## config.mk

```make
export PLATFORM = sky130hd
export DESIGN_NAME = reno_window_sender_control_flat
export DESIGN_NICKNAME = d
export VERILOG_FILES = /design/src/rtl/rwsc_pkg.sv /design/src/rtl/rwsc_ifs.sv /design/src/rtl/rwsc_front.sv /design/src/rtl/rwsc_recip.sv /design/src/rtl/rwsc_back.sv /design/src/rtl/reno_window_sender_control.sv /design/src/flat_wrapper.sv
export SDC_FILE = /design/constraint.sdc
export NUM_CORES = 1
export LEC_CHECK = 0
export ABC_AREA = 0
export BUFFER_PORTS_ARGS = -buffer_cell sky130_fd_sc_hd__buf_2
export CORE_AREA = 10 10 208 210
export DETAILED_ROUTE_END_ITERATION = 10
export DIE_AREA = 0 0 218 220
export PLACE_DENSITY = 0.67
export SYNTH_ARGS = -nofsm -noshare
export SYNTH_HDL_FRONTEND = slang
export SYNTH_HIERARCHICAL = 1
export SYNTH_SLANG_ARGS = --single-unit
```

## constraint.sdc

```tcl
create_clock -name i_clk -period 4.9 [get_ports i_clk]
set_input_delay 0.98 -clock i_clk [delete_from_list [all_inputs] [get_ports i_clk]]
set_output_delay 0.98 -clock i_clk [all_outputs]
set_load 0.05 [all_outputs]
```

## src/rtl/rwsc_pkg.sv

```systemverilog
// shared types, codes and constants of the reno window sender control
package rwsc_pkg;

    // default values of the top level parameters
    localparam int MAX_WINDOW_DEF = 32;
    localparam int FRAC_BITS_DEF  = 16;
    localparam int DUP_LIMIT_DEF  = 3;

    // fixed field widths
    localparam int CMD_W    = 2;
    localparam int IDX_W    = 16;
    localparam int WIN_CFG_W = 6;
    localparam int HIGH_W   = IDX_W + 1;
    localparam int CFG_IDX_W  = 2;
    localparam int CFG_DATA_W = 16;
    localparam int QUEUE_DEPTH = 2;

    // register reset values
    localparam logic [IDX_W-1:0]     TOTAL_RST = 16'd1;
    localparam logic [WIN_CFG_W-1:0] IWIN_RST  = 6'd1;
    localparam logic [WIN_CFG_W-1:0] ITHR_RST  = 6'd16;

    // highest sent marker meaning nothing sent yet
    localparam logic [HIGH_W-1:0] NONE_SENT = 17'h1FFFF;
    localparam logic [IDX_W-1:0]  IDX_MAX   = 16'hFFFF;
    localparam logic [WIN_CFG_W-1:0] THR_MIN = 6'd2;
    localparam logic [WIN_CFG_W-1:0] THR_MAX = 6'd63;
    localparam logic [WIN_CFG_W:0]   FAST_ADD = 7'd3;

    typedef enum logic [CMD_W-1:0] {
        CMD_START   = 2'd0,
        CMD_ACK     = 2'd1,
        CMD_TIMEOUT = 2'd2,
        CMD_RSVD    = 2'd3
    } t_cmd;

    typedef enum logic [CFG_IDX_W-1:0] {
        CFG_TOTAL = 2'd0,
        CFG_IWIN  = 2'd1,
        CFG_ITHR  = 2'd2
    } t_cfg_idx;

    typedef enum logic [1:0] {
        K_START,
        K_ACK,
        K_FINAL,
        K_TIMEOUT
    } t_kind;

    typedef struct packed {
        t_kind            kind;
        logic [IDX_W-1:0] ack;
    } t_event;

    typedef struct packed {
        logic [IDX_W-1:0] packet_index;
        logic             is_resend;
        logic             transfer_done;
        logic             last_of_run;
    } t_result;

    typedef enum logic [1:0] {
        S_IDLE,
        S_DIV,
        S_SEND,
        S_FLUSH
    } t_state;

endpackage

```

## src/rtl/rwsc_ifs.sv

```systemverilog
// valid/ready channel interfaces: events in, send orders out, register writes
interface rwsc_event_if;
    logic                        valid;
    logic                        ready;
    logic [rwsc_pkg::CMD_W-1:0]  cmd;
    logic [rwsc_pkg::IDX_W-1:0]  ack_number;
    logic                        ack_final;

    modport source (output valid, cmd, ack_number, ack_final, input ready);
    modport sink   (input valid, cmd, ack_number, ack_final, output ready);
endinterface

interface rwsc_send_if;
    logic                        valid;
    logic                        ready;
    logic [rwsc_pkg::IDX_W-1:0]  packet_index;
    logic                        is_resend;
    logic                        transfer_done;
    logic                        last_of_run;

    modport source (output valid, packet_index, is_resend, transfer_done, last_of_run,
                    input ready);
    modport sink   (input valid, packet_index, is_resend, transfer_done, last_of_run,
                    output ready);
endinterface

interface rwsc_cfg_if;
    logic                             valid;
    logic                             ready;
    logic [rwsc_pkg::CFG_IDX_W-1:0]   index;
    logic [rwsc_pkg::CFG_DATA_W-1:0]  data;

    modport source (output valid, index, data, input ready);
    modport sink   (input valid, index, data, output ready);
endinterface

```

## src/rtl/rwsc_front.sv

```systemverilog
// front end: accepts events, classifies them and queues them for the back end
module rwsc_front (
    input  logic                 i_clk,
    input  logic                 i_rst_n,
    rwsc_event_if.sink           i_evt,
    output logic                 o_evt_valid,
    output rwsc_pkg::t_event     o_evt,
    input  logic                 i_evt_ready
);
    import rwsc_pkg::*;

    localparam int PTR_W = $clog2(QUEUE_DEPTH);
    localparam int CNT_W = $clog2(QUEUE_DEPTH + 1);

    t_event             r_queue [QUEUE_DEPTH];
    logic [PTR_W-1:0]   r_wr_ptr;
    logic [PTR_W-1:0]   r_rd_ptr;
    logic [CNT_W-1:0]   r_count;

    t_event             classified;
    logic               keep;
    logic               accept;
    logic               push;
    logic               pop;

    // reserved command is taken and dropped
    always_comb begin
        classified.ack  = i_evt.ack_number;
        classified.kind = K_START;
        keep            = 1'b1;
        unique case (t_cmd'(i_evt.cmd))
            CMD_START:   classified.kind = K_START;
            CMD_ACK:     classified.kind = i_evt.ack_final ? K_FINAL : K_ACK;
            CMD_TIMEOUT: classified.kind = K_TIMEOUT;
            CMD_RSVD:    keep = 1'b0;
        endcase
    end

    assign i_evt.ready = (r_count != CNT_W'(QUEUE_DEPTH));
    assign accept      = i_evt.valid && i_evt.ready;
    assign push        = accept && keep;
    assign pop         = o_evt_valid && i_evt_ready;

    assign o_evt_valid = (r_count != '0);
    assign o_evt       = r_queue[r_rd_ptr];

    always_ff @(posedge i_clk) begin
        if (!i_rst_n) begin
            r_wr_ptr <= '0;
            r_rd_ptr <= '0;
            r_count  <= '0;
        end else begin
            if (push) begin
                r_wr_ptr <= (r_wr_ptr == PTR_W'(QUEUE_DEPTH - 1)) ? '0 : r_wr_ptr + 1'b1;
            end
            if (pop) begin
                r_rd_ptr <= (r_rd_ptr == PTR_W'(QUEUE_DEPTH - 1)) ? '0 : r_rd_ptr + 1'b1;
            end
            if (push && !pop) begin
                r_count <= r_count + 1'b1;
            end else if (pop && !push) begin
                r_count <= r_count - 1'b1;
            end
        end
    end

    always_ff @(posedge i_clk) begin
        if (push) begin
            r_queue[r_wr_ptr] <= classified;
        end
    end

endmodule

```

## src/rtl/rwsc_recip.sv

```systemverilog
// bit-serial restoring divider giving floor(2^(2*frac) / window)
module rwsc_recip #(
    parameter int FRAC_BITS = rwsc_pkg::FRAC_BITS_DEF,
    parameter int WIN_W     = 22
) (
    input  logic                 i_clk,
    input  logic                 i_rst_n,
    input  logic                 i_start,
    input  logic [WIN_W-1:0]     i_divisor,
    output logic                 o_done,
    output logic [FRAC_BITS:0]   o_quotient
);
    import rwsc_pkg::*;

    localparam int STEPS = 2 * FRAC_BITS + 1;
    localparam int CNT_W = $clog2(STEPS);
    localparam int QW    = FRAC_BITS + 1;

    logic               r_busy;
    logic               r_done;
    logic [CNT_W-1:0]   r_cnt;
    logic [WIN_W-1:0]   r_rem;
    logic [WIN_W-1:0]   r_div;
    logic [QW-1:0]      r_quo;

    logic               dbit;
    logic [WIN_W:0]     shifted;
    logic [WIN_W:0]     diff;
    logic               ge;

    // dividend has its only set bit at the first step
    assign dbit    = (r_cnt == CNT_W'(2 * FRAC_BITS));
    assign shifted = {r_rem, dbit};
    assign diff    = shifted - {1'b0, r_div};
    assign ge      = (shifted >= {1'b0, r_div});

    always_ff @(posedge i_clk) begin
        if (!i_rst_n) begin
            r_busy <= 1'b0;
            r_done <= 1'b0;
        end else begin
            r_done <= 1'b0;
            if (i_start) begin
                r_busy <= 1'b1;
            end else if (r_busy && r_cnt == '0) begin
                r_busy <= 1'b0;
                r_done <= 1'b1;
            end
        end
    end

    always_ff @(posedge i_clk) begin
        if (i_start) begin
            r_cnt <= CNT_W'(2 * FRAC_BITS);
            r_rem <= '0;
            r_div <= i_divisor;
        end else if (r_busy) begin
            r_rem <= ge ? diff[WIN_W-1:0] : shifted[WIN_W-1:0];
            r_quo <= {r_quo[QW-2:0], ge};
            if (r_cnt != '0) begin
                r_cnt <= r_cnt - 1'b1;
            end
        end
    end

    assign o_done     = r_done;
    assign o_quotient = r_quo;

endmodule

```

## src/rtl/rwsc_back.sv

```systemverilog
// back end: window state, event handling sequencer and send order output register
module rwsc_back #(
    parameter int MAX_WINDOW = rwsc_pkg::MAX_WINDOW_DEF,
    parameter int FRAC_BITS  = rwsc_pkg::FRAC_BITS_DEF,
    parameter int DUP_LIMIT  = rwsc_pkg::DUP_LIMIT_DEF
) (
    input  logic                             i_clk,
    input  logic                             i_rst_n,
    input  logic                             i_evt_valid,
    input  rwsc_pkg::t_event                 i_evt,
    output logic                             o_evt_ready,
    input  logic [rwsc_pkg::IDX_W-1:0]       i_total,
    input  logic [rwsc_pkg::WIN_CFG_W-1:0]   i_init_win,
    input  logic [rwsc_pkg::WIN_CFG_W-1:0]   i_init_thr,
    output logic                             o_valid,
    output rwsc_pkg::t_result                o_result,
    input  logic                             i_ready
);
    import rwsc_pkg::*;

    localparam int WW = $clog2(MAX_WINDOW + 1) + FRAC_BITS;
    localparam int XW = FRAC_BITS + 8;
    localparam int IW = $clog2(MAX_WINDOW + 1);
    localparam logic [XW-1:0] CAP_X = XW'(MAX_WINDOW) << FRAC_BITS;

    function automatic logic [WW-1:0] sat_win(input logic [XW-1:0] x);
        return (x > CAP_X) ? CAP_X[WW-1:0] : x[WW-1:0];
    endfunction

    t_state                 r_state;
    t_state                 n_state;
    logic [IDX_W-1:0]       r_base;
    logic [WW-1:0]          r_win;
    logic [WIN_CFG_W-1:0]   r_ssl;
    logic [1:0]             r_dup;
    logic [HIGH_W-1:0]      r_high;
    logic                   r_fin;
    logic [IW-1:0]          r_i;
    logic                   r_pend_v;
    t_result                r_pend;
    logic                   r_out_v;
    t_result                r_out;

    logic [HIGH_W-1:0]      p;
    logic                   stop;
    logic                   emit;
    logic                   out_free;
    logic                   take;
    logic                   ack_new;
    logic                   avoid;
    logic [XW-1:0]          half_x;
    logic [WIN_CFG_W-1:0]   halved;
    logic [WIN_CFG_W-1:0]   init_win;
    logic [WW-1:0]          start_win;
    logic [1:0]             dup_inc;
    logic                   div_start;
    logic                   div_done;
    logic [FRAC_BITS:0]     quotient;
    logic                   send_step;
    logic                   push_mid;
    logic                   push_last;

    assign p        = {1'b0, r_base} + HIGH_W'(r_i);
    assign stop     = (r_i == IW'(MAX_WINDOW))
                   || ((XW'(r_i) << FRAC_BITS) >= XW'(r_win))
                   || (p >= {1'b0, i_total});
    assign emit     = (r_high == NONE_SENT) || (p > r_high);
    assign out_free = !r_out_v || i_ready;
    assign take     = (r_state == S_IDLE) && i_evt_valid;
    assign ack_new  = (i_evt.ack >= r_base);
    assign avoid    = (XW'(r_win) > (XW'(r_ssl) << FRAC_BITS));
    assign dup_inc  = r_dup + 2'd1;

    // halved threshold from the current window, clamped to two .. sixty-three
    always_comb begin
        half_x = XW'(r_win) >> (FRAC_BITS + 1);
        if (half_x < XW'(THR_MIN)) begin
            halved = THR_MIN;
        end else if (half_x > XW'(THR_MAX)) begin
            halved = THR_MAX;
        end else begin
            halved = half_x[WIN_CFG_W-1:0];
        end
    end

    assign init_win  = (i_init_win == '0) ? WIN_CFG_W'(1) : i_init_win;
    assign start_win = sat_win(XW'(init_win) << FRAC_BITS);

    rwsc_recip #(
        .FRAC_BITS (FRAC_BITS),
        .WIN_W     (WW)
    ) u_recip (
        .i_clk      (i_clk),
        .i_rst_n    (i_rst_n),
        .i_start    (div_start),
        .i_divisor  (r_win),
        .o_done     (div_done),
        .o_quotient (quotient)
    );

    // next state
    always_comb begin
        n_state = r_state;
        unique case (r_state)
            S_IDLE: begin
                if (take) begin
                    unique case (i_evt.kind)
                        K_START:   n_state = S_SEND;
                        K_FINAL:   n_state = r_fin ? S_IDLE : S_FLUSH;
                        K_ACK:     n_state = r_fin ? S_IDLE :
                                             (ack_new && avoid) ? S_DIV : S_SEND;
                        K_TIMEOUT: n_state = r_fin ? S_IDLE : S_SEND;
                    endcase
                end
            end
            S_DIV: begin
                if (div_done) begin
                    n_state = S_SEND;
                end
            end
            S_SEND: begin
                if (stop) begin
                    n_state = S_FLUSH;
                end
            end
            S_FLUSH: begin
                if (!r_pend_v || out_free) begin
                    n_state = S_IDLE;
                end
            end
        endcase
    end

    // control outputs
    always_comb begin
        o_evt_ready = (r_state == S_IDLE);
        div_start   = take && (i_evt.kind == K_ACK) && !r_fin && ack_new && avoid;
        send_step   = (r_state == S_SEND) && !stop && (!emit || !r_pend_v || out_free);
        push_mid    = (r_state == S_SEND) && !stop && emit && r_pend_v && out_free;
        push_last   = (r_state == S_FLUSH) && r_pend_v && out_free;
    end

    always_ff @(posedge i_clk) begin
        if (!i_rst_n) begin
            r_state  <= S_IDLE;
            r_base   <= '0;
            r_win    <= WW'(IWIN_RST) << FRAC_BITS;
            r_ssl    <= ITHR_RST;
            r_dup    <= '0;
            r_high   <= NONE_SENT;
            r_fin    <= 1'b0;
            r_i      <= '0;
            r_pend_v <= 1'b0;
            r_out_v  <= 1'b0;
        end else begin
            r_state <= n_state;

            if (push_mid || push_last) begin
                r_out_v <= 1'b1;
            end else if (i_ready) begin
                r_out_v <= 1'b0;
            end

            unique case (r_state)
                S_IDLE: begin
                    if (take) begin
                        r_i <= '0;
                        unique case (i_evt.kind)
                            K_START: begin
                                r_base   <= '0;
                                r_win    <= start_win;
                                r_ssl    <= i_init_thr;
                                r_dup    <= '0;
                                r_high   <= NONE_SENT;
                                r_fin    <= 1'b0;
                                r_pend_v <= 1'b0;
                            end
                            K_FINAL: begin
                                if (!r_fin) begin
                                    r_fin    <= 1'b1;
                                    r_pend_v <= 1'b1;
                                end
                            end
                            K_ACK: begin
                                if (!r_fin) begin
                                    if (ack_new) begin
                                        r_base <= (i_evt.ack < IDX_MAX) ?
                                                  i_evt.ack + 1'b1 : IDX_MAX;
                                        r_dup  <= '0;
                                        if (!avoid) begin
                                            r_win <= sat_win(XW'(r_win) << 1);
                                        end
                                    end else if (dup_inc == 2'(DUP_LIMIT)) begin
                                        // fast retransmit of the duplicated index
                                        r_ssl    <= halved;
                                        r_win    <= sat_win(XW'(halved + FAST_ADD)
                                                            << FRAC_BITS);
                                        r_dup    <= '0;
                                        r_pend_v <= 1'b1;
                                    end else begin
                                        r_dup <= dup_inc;
                                    end
                                end
                            end
                            K_TIMEOUT: begin
                                if (!r_fin) begin
                                    r_ssl    <= halved;
                                    r_win    <= start_win;
                                    r_dup    <= '0;
                                    r_pend_v <= 1'b1;
                                end
                            end
                        endcase
                    end
                end
                S_DIV: begin
                    if (div_done) begin
                        r_win <= sat_win(XW'(r_win) + XW'(quotient));
                    end
                end
                S_SEND: begin
                    if (send_step) begin
                        r_i <= r_i + 1'b1;
                        if (emit) begin
                            r_high   <= p;
                            r_pend_v <= 1'b1;
                        end
                    end
                end
                S_FLUSH: begin
                    if (push_last) begin
                        r_pend_v <= 1'b0;
                    end
                end
            endcase
        end
    end

    // payload of the pending and output registers
    always_ff @(posedge i_clk) begin
        if (push_mid || push_last) begin
            r_out <= '{packet_index:  r_pend.packet_index,
                       is_resend:     r_pend.is_resend,
                       transfer_done: r_pend.transfer_done,
                       last_of_run:   push_last};
        end
        if (take) begin
            r_pend.last_of_run <= 1'b0;
            if (i_evt.kind == K_FINAL) begin
                r_pend.packet_index  <= '0;
                r_pend.is_resend     <= 1'b0;
                r_pend.transfer_done <= 1'b1;
            end else if (i_evt.kind == K_ACK) begin
                r_pend.packet_index  <= i_evt.ack;
                r_pend.is_resend     <= 1'b1;
                r_pend.transfer_done <= 1'b0;
            end else begin
                r_pend.packet_index  <= (r_base != '0) ? r_base - 1'b1 : '0;
                r_pend.is_resend     <= 1'b1;
                r_pend.transfer_done <= 1'b0;
            end
        end else if (send_step && emit) begin
            r_pend.packet_index  <= p[IDX_W-1:0];
            r_pend.is_resend     <= 1'b0;
            r_pend.transfer_done <= 1'b0;
            r_pend.last_of_run   <= 1'b0;
        end
    end

    assign o_valid  = r_out_v;
    assign o_result = r_out;

endmodule

```

## src/rtl/reno_window_sender_control.sv

```systemverilog
// top level of the reno window sender control: registers, front end and back end
// order: an event is queued in the front end and taken by the back end when it is idle,
//   runs the serial reciprocal divider for a congestion avoidance acknowledgement,
//   then walks the window slots and flushes the pending send order
// throughput: the back end takes a new event only once the last one is handled; send orders
//   leave at up to one per cycle from the output register while the receiver is ready
// reset: synchronous, active low; no clearing pass, the block is ready at once
module reno_window_sender_control #(
    parameter int MAX_WINDOW = rwsc_pkg::MAX_WINDOW_DEF,
    parameter int FRAC_BITS  = rwsc_pkg::FRAC_BITS_DEF,
    parameter int DUP_LIMIT  = rwsc_pkg::DUP_LIMIT_DEF
) (
    input  logic          i_clk,
    input  logic          i_rst_n,
    rwsc_event_if.sink    i_evt,
    rwsc_cfg_if.sink      i_cfg,
    rwsc_send_if.source   o_send
);
    import rwsc_pkg::*;

    // configuration registers, read by the back end at start, timeout and while sending
    logic [IDX_W-1:0]     r_total;
    logic [WIN_CFG_W-1:0] r_init_win;
    logic [WIN_CFG_W-1:0] r_init_thr;

    // queue between front and back
    logic                 evt_valid;
    logic                 evt_ready;
    t_event               evt;

    t_result              result;
    logic                 result_valid;

    // writes are always taken; indexes beyond the list are dropped
    assign i_cfg.ready = 1'b1;

    always_ff @(posedge i_clk) begin
        if (!i_rst_n) begin
            r_total    <= TOTAL_RST;
            r_init_win <= IWIN_RST;
            r_init_thr <= ITHR_RST;
        end else if (i_cfg.valid) begin
            unique case (i_cfg.index)
                CFG_TOTAL: r_total    <= i_cfg.data;
                CFG_IWIN:  r_init_win <= i_cfg.data[WIN_CFG_W-1:0];
                CFG_ITHR:  r_init_thr <= i_cfg.data[WIN_CFG_W-1:0];
                default: begin
                end
            endcase
        end
    end

    // front end: classify the event and queue it
    rwsc_front u_front (
        .i_clk       (i_clk),
        .i_rst_n     (i_rst_n),
        .i_evt       (i_evt),
        .o_evt_valid (evt_valid),
        .o_evt       (evt),
        .i_evt_ready (evt_ready)
    );

    // back end: window arithmetic and the send walk across the window
    rwsc_back #(
        .MAX_WINDOW (MAX_WINDOW),
        .FRAC_BITS  (FRAC_BITS),
        .DUP_LIMIT  (DUP_LIMIT)
    ) u_back (
        .i_clk       (i_clk),
        .i_rst_n     (i_rst_n),
        .i_evt_valid (evt_valid),
        .i_evt       (evt),
        .o_evt_ready (evt_ready),
        .i_total     (r_total),
        .i_init_win  (r_init_win),
        .i_init_thr  (r_init_thr),
        .o_valid     (result_valid),
        .o_result    (result),
        .i_ready     (o_send.ready)
    );

    // send order item out
    assign o_send.valid         = result_valid;
    assign o_send.packet_index  = result.packet_index;
    assign o_send.is_resend     = result.is_resend;
    assign o_send.transfer_done = result.transfer_done;
    assign o_send.last_of_run   = result.last_of_run;

endmodule
```

## src/flat_wrapper.sv

```systemverilog
// flat-port wrapper written by rule: the top's interface ports become plain ports
module reno_window_sender_control_flat import rwsc_pkg::*;
#(
    parameter int MAX_WINDOW = rwsc_pkg::MAX_WINDOW_DEF,
    parameter int FRAC_BITS  = rwsc_pkg::FRAC_BITS_DEF,
    parameter int DUP_LIMIT  = rwsc_pkg::DUP_LIMIT_DEF
)
  (i_clk, i_rst_n, i_evt_valid, i_evt_cmd, i_evt_ack_number, i_evt_ack_final, i_evt_ready, i_cfg_valid, i_cfg_index, i_cfg_data, i_cfg_ready, o_send_valid, o_send_packet_index, o_send_is_resend, o_send_transfer_done, o_send_last_of_run, o_send_ready);
  rwsc_event_if i_evt_i ();
  rwsc_cfg_if i_cfg_i ();
  rwsc_send_if o_send_i ();
  input  logic i_clk;
  input  logic i_rst_n;
  input wire logic [$bits(i_evt_i.valid)-1:0] i_evt_valid;
  input wire logic [$bits(i_evt_i.cmd)-1:0] i_evt_cmd;
  input wire logic [$bits(i_evt_i.ack_number)-1:0] i_evt_ack_number;
  input wire logic [$bits(i_evt_i.ack_final)-1:0] i_evt_ack_final;
  output wire logic [$bits(i_evt_i.ready)-1:0] i_evt_ready;
  input wire logic [$bits(i_cfg_i.valid)-1:0] i_cfg_valid;
  input wire logic [$bits(i_cfg_i.index)-1:0] i_cfg_index;
  input wire logic [$bits(i_cfg_i.data)-1:0] i_cfg_data;
  output wire logic [$bits(i_cfg_i.ready)-1:0] i_cfg_ready;
  output wire logic [$bits(o_send_i.valid)-1:0] o_send_valid;
  output wire logic [$bits(o_send_i.packet_index)-1:0] o_send_packet_index;
  output wire logic [$bits(o_send_i.is_resend)-1:0] o_send_is_resend;
  output wire logic [$bits(o_send_i.transfer_done)-1:0] o_send_transfer_done;
  output wire logic [$bits(o_send_i.last_of_run)-1:0] o_send_last_of_run;
  input wire logic [$bits(o_send_i.ready)-1:0] o_send_ready;
  assign i_evt_i.valid = i_evt_valid;
  assign i_evt_i.cmd = i_evt_cmd;
  assign i_evt_i.ack_number = i_evt_ack_number;
  assign i_evt_i.ack_final = i_evt_ack_final;
  assign i_evt_ready = i_evt_i.ready;
  assign i_cfg_i.valid = i_cfg_valid;
  assign i_cfg_i.index = i_cfg_index;
  assign i_cfg_i.data = i_cfg_data;
  assign i_cfg_ready = i_cfg_i.ready;
  assign o_send_valid = o_send_i.valid;
  assign o_send_packet_index = o_send_i.packet_index;
  assign o_send_is_resend = o_send_i.is_resend;
  assign o_send_transfer_done = o_send_i.transfer_done;
  assign o_send_last_of_run = o_send_i.last_of_run;
  assign o_send_i.ready = o_send_ready;
  reno_window_sender_control #(.MAX_WINDOW(MAX_WINDOW), .FRAC_BITS(FRAC_BITS), .DUP_LIMIT(DUP_LIMIT)) u_core (.i_clk(i_clk), .i_rst_n(i_rst_n), .i_evt(i_evt_i), .i_cfg(i_cfg_i), .o_send(o_send_i));
endmodule
```

==> results.md, run 1 <==
- Outcome: finished, final reports clean
- IO buf count: 62
- Commonest non-fill, non-tap cells in the layout: nand2_1 (160), dfxtp_1 (136), inv_1 (129)
- CP max FO: 4
- Antenna Cells: 0
- H-tree levels: 1
- Hold Startpoint: u_core/u_back/r_pend[12]$_DFFE_PP_
- Pin count of the biggest net entering global routing: between 70 and 80
- GRT overflow: 0
- Placer Congestion: ~0.98
- WL per Instance: between 15 and 20 µm
- Die height: between 200 and 250 µm
- CTS Hold Bufs: 0
- Vias: around 13k
- Ratio of cells with drive above 1 in the final layout: 0.1216
- Initial Util: 0.3938
- Max Cap Viol: 0
- # clock sinks: 249
- Sequential share of power: 0.331
- Dpl ws: -0.01497 ns
- Worst hold path type: reg -> reg
- Asr flop ratio synth: 0
- Required time worst endpoint: between 5 and 6 ns
- Syn Nets: ~1.9k
- Sequential-to-total area share from yosys stat: 0.3948
- I/O pin count: 64
- Pwr Density: about 500 mW/mm²
- Core box area: between 0.03 and 0.04 mm²
- LEAKAGE: about 7 nW
- Hpwl dp: a little under 30,000 µm
- Nets: 1,928
- Clock Tree Buf Depth: 3
- Reg2reg start: u_core/u_back/r_base[0]$_SDFFE_PN0P_
- Initial antenna violation count: 0
- DRC: 0
- Mapped cell area: about 0.015 mm²
- FMAX: about 210 MHz
- Period minus WS final: 4.761 ns
- Initial DRC Count: about 970
- Worst Setup End Kind: flip-flop
- Final Max Tran Viols: 0
- Vias/cell: between 5 and 6
- Critical Path AT: between 5 and 6 ns
- CTS buffer count: 29
- Pint: around 5.2 mW
- Post-synth EDFFs: 112
- Worst-Skew Late Latency: 0.56 ns
- Ys flop type: dfxtp_1
- Vias in the first global route: about 12k
- Clock root cell: clkbuf_16
- Synth-to-Final Area Change: 12.22%
- Max_slew headroom: 0.1994
- Routed Antenna Nets: 0
- First-pass GRT wire length: about 65,000 µm
- Final period util: 0.9716
- Synthesized flop and latch total: 249
- Clock share of power: 0.246
- Ys Warns: 6
- CP Launch Type: flip-flop
- Worst-Margin Slew: ~1.2 ns
- Most common cell after layout, fill and taps aside: nand2_1
- Final Hold Vio Count: 0
- Sw Pwr: roughly 3.4 mW
- DIE WIDTH: approximately 220 µm
- Final wirelength: about 40,000 µm
- Clock Skew: between 0.03 and 0.04 ns
- # setup viols final: 0
- Peak supply drop: between 0.0003 and 0.0004 V
- Rows: between 70 and 80
- Final core utilization: 0.4419
- Post-Route Setup TNS: 0 ns
- GRT Total Usage: 0.1629
- Combinational Power Share: 0.422
- FILL cells: between 3k and 4k
- Synth cell types: 90
- Syn avg cell area: 9.092 µm²
- Die footprint: 0.04796 mm²
- DR pass1 iterations: 5
- Critical path start-end classification: reg -> reg
- Total power: 8.693 mW
- CTS tree: yes
- PnR worst setup slack: 0.1390 ns
- Crit path launch: u_core/u_back/r_base[0]$_SDFFE_PN0P_
- Clk slew on worst S/H paths: around 0.06 ns
- Synth Instances: about 1.7k
- Switching part of the total: 0.3964
[power groups by stage]
stage          sequential (mW)  clock, mW  combinational [mW]
2_1_floorplan             2.86          0                2.77
3_3_place_gp              2.92          0                3.54
3_5_place_dp              2.92          0                3.60
4_1_cts                   2.88       2.19                3.62
5_1_grt                   2.92       2.28                4.06
6_report                  2.88       2.14                3.67
[through the flow]
step	cells	hold slack [ns]	instance area [µm²]
floorplan	1701	0.4003	15470
global placement	2247	0.4086	16370
detailed placement	2247	0.4108	16370
CTS	2300	0.4198	17310
global route	2302	0.4317	17360
finish	2302	0.4191	17360
[layout make-up]
type / count / area, µm² / area share
multi-input cells: 1245 / 8558 / 0.4931
flip-flops and latches: 249 / 6107 / 0.3519
clock buffers: 39 / 795.8 / 0.04585
well taps: 525 / 656.9 / 0.03785
repair buffers: 99 / 603.1 / 0.03475
inverters: 131 / 491.7 / 0.02833
clock inverters: 14 / 143.9 / 0.008290
[kinds of logic after synthesis]
group           after synthesis  synth area share
simple gates                559            0.1800
fa+ha+maj                   131            0.1074
compound gates              425            0.1829
flops                       249            0.3948
buf+inv                     207           0.05533
other cells                   1         0.0002425
xor+xnor                     72           0.04077
mux                          57           0.03851
[synthesized netlist by cell type, types with 7 or more instances]
master    count  share of area
a21oi_1     122          0.039
dfxtp_1     137           0.18
nor2b_1      36          0.015
nor3b_1      10         0.0049
nand4_1      30          0.012
o21ai_0      81          0.026
xor2_1       15         0.0085
a311oi_1     11         0.0062
xnor2_1      57          0.032
buf_2        10         0.0032
inv_1       129          0.031
nor2_1      116          0.028
nor3_1       51          0.017
o31ai_1       7         0.0034
a31oi_1      13         0.0053
o21a_1       11         0.0053
o21ai_1       7         0.0023
o211ai_1     14         0.0068
ha_1        128           0.10
or3_1        14         0.0057
and2_1       15         0.0061
a22oi_1      28          0.014
nand2_1     160          0.039
o21bai_1     11         0.0053
o22ai_1       7         0.0028
mux2_2       20          0.015
nand2b_1     16         0.0065
nand3_1      35          0.011
clkbuf_1     53          0.013
nor4_1       21         0.0085
mux2i_1      37          0.024
edfxtp_1    112           0.22
and3_1       14         0.0057
a211oi_1     15         0.0073
a21o_1       31          0.015
[final timing paths]
kind	cells past startpoint	end	slack (ns)
setup / recovery	21	u_core/u_back/r_i[5]$_SDFFE_PN0P_	0.14
hold / removal	0	u_core/u_back/o_result[12]$_DFFE_PP_	0.42
setup reg to reg	21	u_core/u_back/r_i[5]$_SDFFE_PN0P_	0.14
hold reg to reg	0	u_core/u_back/o_result[12]$_DFFE_PP_	0.42
[critical path, stage by stage, from the launching register on]
cell and delay [ns]:
dfxtp_1 0.32, ha_1 0.23, fa_1 0.42, a21o_1 0.19, a21oi_2 0.17, o21bai_1 0.10, a21oi_2 0.18, nand2b_1 0.16
nor3_1 0.07, xnor2_1 0.21, inv_1 0.11, ha_1 0.30, a21o_1 0.18, a21o_1 0.17, a21oi_1 0.14, o21ai_0 0.14
a2111oi_2 0.36, nor2_2 0.11, o21a_1 0.26, o31a_1 0.34, o31a_1 0.29, o21ba_2 0.21
[per-layer routing]
layer  track usage  vias up  routed length, µm
li1              -     6260                  -
met1        0.1970     6071              17150
met2        0.2940      338              20200
met3       0.02016       67               1735
met4       0.05230        0               1039
met5             0        -                  0
[registers in the layout (all words and copies together), names as in the netlist, 2 cells and up, named ones only]
| name | cells |
|---|---|
| u_core/u_back/u_recip/r_cnt | 6 |
| u_core/u_back/r_state | 2 |
| u_core/u_back/u_recip/r_rem | 22 |
| u_core/u_back/u_recip/r_div | 22 |
| u_core/u_back/r_base | 16 |
| u_core/u_front/r_count | 2 |
| u_core/u_back/o_result | 19 |
| u_core/u_back/r_ssl | 6 |
| u_core/r_init_win | 6 |
| u_core/u_back/r_high | 17 |
| u_core/r_total | 16 |
| u_core/r_init_thr | 6 |
| u_core/u_back/r_pend | 18 |
| u_core/u_back/r_win | 22 |
| u_core/u_back/r_dup | 2 |
| u_core/u_back/u_recip/o_quotient | 17 |
| u_core/u_back/r_i | 6 |
| u_core/u_front/r_queue | 36 |
[what timing repair did]
item | 4_1_cts | 5_1_grt
gates resized for setup | 1 | 8
setup endpoints to repair | 19 | 59
setup buffers | 0 | 2
pin swaps | 0 | 3
No activity file was read; power rests on OpenSTA's default activity.
==> inputs of run 2 (changes only) <==
Settings changed: GPL_TIMING_DRIVEN set to 0.
==> run 2 against run 1 <==
  * Utilization is 0.94 points higher
  * Via count rose by 2.0%
  * Sequential power is essentially flat
  * Worst setup slack better by 0.0085 ns
  * Highest routed layer unchanged
  * Global-route usage rose by 0.77 points
  * Register-to-register slack about the same
  * Maximum frequency rose by 0.18%
  * Die area did not move
  * Worst hold slack got worse by 0.0020 ns
  * Largest cell class unchanged
  * Combinational power increased by 5.7%
==> results.md, run 2 (same netlist as run 1, synthesis figures left out) <==
- Routed Antenna Nets: 0 (unchanged)
- CTS tree: yes
- DR pass1 iterations: 5 (unchanged)
- Nets: 1,988 (+3.1%)
- LEAKAGE: 7.143 nW (+2.1%)
- # setup viols final: 0 (unchanged)
- Pwr Density: 499.7 mW/mm² (-0.23%)
- Hold Crit Depth: 0 (unchanged)
- DRC: 0 (unchanged)
- CP Launch Type: flip-flop
- CTS buffer count: 29 (unchanged)
- Worst-Skew Late Latency: 0.57 ns (about the same)
- Placer Congestion: 0.9086 (-6.9%)
- Largest Register: u_core/u_front/r_queue
- Vias/cell: 5.499 (-0.60%)
- DIE WIDTH: 218 µm (unchanged)
- # clock sinks: 249 (unchanged)
- Hold endpoint: u_core/u_back/o_result[5]$_DFFE_PP_
- Synth-to-Final Area Change: 14.62%
- CTS Hold Bufs: 0 (unchanged)
- Post-Route Setup TNS: 0 ns (unchanged)
- Reg2reg path depth: 21 (unchanged)
- First-pass GRT wire length: 66,920 µm (+3.5%)
- WL per Instance: 17.80 µm (+2.1%)
- Critical path start-end classification: reg -> reg
- Hold Startpoint: u_core/u_back/r_pend[5]$_DFFE_PP_
- Final wirelength: 42,070 µm (+4.8%)
- Pin count of the biggest net entering global routing: 25 (-66%)
- Initial antenna violation count: 0 (unchanged)
- Clock Tree Buf Depth: 3 (unchanged)
- FMAX: 210.4 MHz (+0.18%)
- Critical Path AT: 5.19 ns (about the same)
- Die footprint: 0.04796 mm² (unchanged)
- Peak supply drop: 0.0003014 V (-2.8%)
- Worst Setup End Kind: flip-flop
- Hpwl dp: 31,920 µm (+7.3%)
- Area occupied by multi-input gates: 0.008658 mm² (+1.2%)
- R2R Path End: u_core/u_back/r_high[1]$_SDFFE_PN1P_
- Outcome: finished, final reports clean
- Reg2reg start: u_core/u_back/r_base[0]$_SDFFE_PN0P_
- Rows: 73 (unchanged)
- Initial DRC Count: 869 (-9.9%)
- Max reg flops: 36 (unchanged)
- Commonest non-fill, non-tap cells in the layout: nand2_1 (160), dfxtp_1 (132), inv_1 (129)
- Clock Skew: 0.01967 ns (-0.01260 ns)
- Vias in the first global route: 12.89k (+3.8%)
- GRT Total Usage: 0.1706 (+0.007739)
- Clk slew on worst S/H paths: 0.06 ns (about the same)
- Final Max Tran Viols: 0 (unchanged)
- Worst-Margin Slew: 1.085 ns (-0.1080 ns)
- Most common cell after layout, fill and taps aside: nand2_1
- Final core utilization: 0.4514 (+0.009430)
- Required time worst endpoint: 5.34 ns (about the same)
- Max Cap Viol: 0 (unchanged)
- Post-Layout Inst Area: 0.01773 mm² (+2.1%)
- I/O pin count: 64 (unchanged)
- Clock root cell: clkbuf_16
- H-tree levels: 1 (unchanged)
- Placed cell area: 0.01646 mm² (+0.56%)
- Period minus WS final: 4.753 ns (-0.008499 ns)
- Final period util: 0.9699 (-0.001734)
- GRT overflow: 0 (unchanged)
- Core box area: 0.03928 mm² (unchanged)
- FILL cells: 3,834 (+0.16%)
- IO buf count: 62 (unchanged)
- Dpl ws: -1.694 ns (-1.679 ns)
- Worst hold path type: reg -> reg
- Die height: 220 µm (unchanged)
- Final Hold Vio Count: 0 (unchanged)
- Max_slew headroom: 0.2745 (+0.07507)
- Vias: 13.00k (+2.0%)
- Flop-to-flop setup slack: 0.15 ns (about the same)
- Initial Util: 0.3938 (unchanged)
- Register area: 0.006117 mm² (+0.16%)
- Ratio of cells with drive above 1 in the final layout: 0.1312 (+0.009639)
- PnR worst setup slack: 0.1475 ns (+0.008499 ns)
- CP max FO: 10 (+6)
- Total power: 8.858 mW (+1.9%)
## run 2: cell type report
cell class	instances	area share
multi-input cells	1246	0.4884
inverters	131	0.02774
diodes	1	0.0001412
repair buffers	83	0.02753
plain buffers	75	0.02132
well taps	525	0.03706
clock buffers	36	0.04298
flip-flops and latches	249	0.3451
clock inverters	17	0.009740
## run 2: timing repair
| item | in CTS | in global routing |
|---|---|---|
| gates cloned | 1 | 0 |
| endpoints found under the setup margin | 111 | 105 |
| pin swaps | 9 | 7 |
| resized for setup | 28 | 16 |
| setup buffers | 10 | 10 |
## run 2: critical path, stage by stage (launching register included)
cell,delay (ns)
dfxtp_2,0.38
ha_1,0.25
fa_2,0.36
a21o_1,0.18
a21oi_2,0.17
o21bai_1,0.11
a21oi_2,0.19
nand2b_4,0.19
nor2_1,0.08
xnor2_2,0.35
inv_1,0.16
ha_1,0.32
nand4_1,0.09
or4_1,0.16
nand4_1,0.10
a311oi_1,0.35
o211ai_1,0.17
buf_4,0.17
or2_2,0.30
clkbuf_2,0.20
nor3_1,0.27
nor2_1,0.08
## run 2: worst max path at each step
| stage | start | to | slack [ns] | depth (start not counted) |
|---|---|---|---|---|
| global placement | flip-flop | u_core/u_back/u_recip/r_rem[18]$_SDFFE_PP0P_ | -1.65 | 19 |
| floorplan | u_core/u_back/r_i[1]$_SDFFE_PN0P_ | u_core/u_back/o_result[0]$_DFFE_PP_ | 0.19 | 17 |
| detailed placement | flip-flop | u_core/u_back/u_recip/r_rem[18]$_SDFFE_PP0P_ | -1.69 | 19 |
| finish | u_core/u_back/r_base[0]$_SDFFE_PN0P_ | u_core/u_back/r_high[1]$_SDFFE_PN1P_ | 0.15 | 21 |
| CTS | u_core/u_back/r_base[1]$_SDFFE_PN0P_ | u_core/u_back/r_i[5]$_SDFFE_PN0P_ | 0.009 | 21 |
| global route | u_core/u_back/r_base[0]$_SDFFE_PN0P_ | u_core/u_back/r_high[1]$_SDFFE_PN1P_ | -0.02 | 21 |
## run 2: through the flow
step           cells  hold WS [ns]
3_3_place_gp    2288        0.4058
4_1_cts         2352        0.4181
6_report        2363        0.4171
2_1_floorplan   1701        0.4003
5_1_grt         2362        0.4240
3_5_place_dp    2289        0.4045
## run 2: power by group
part	internal, mW	total (mW)	switching, mW	leakage [nW]
Clock	1.26	2.13	0.867	0.462
Combinational	1.48	3.88	2.40	4.52
Sequential	2.60	2.86	0.256	2.16
Total	5.34	8.86	3.52	7.14
## run 2: layer usage
| layer | part of all wire | vias up | global-route usage |
|---|---|---|---|
| li1 | - | 6380 | - |
| met1 | 0.42 | 6126 | 0.2025 |
| met2 | 0.49 | 384 | 0.2980 |
| met3 | 0.051 | 105 | 0.02646 |
| met4 | 0.044 | 0 | 0.07869 |
| met5 | 0 | - | 0 |
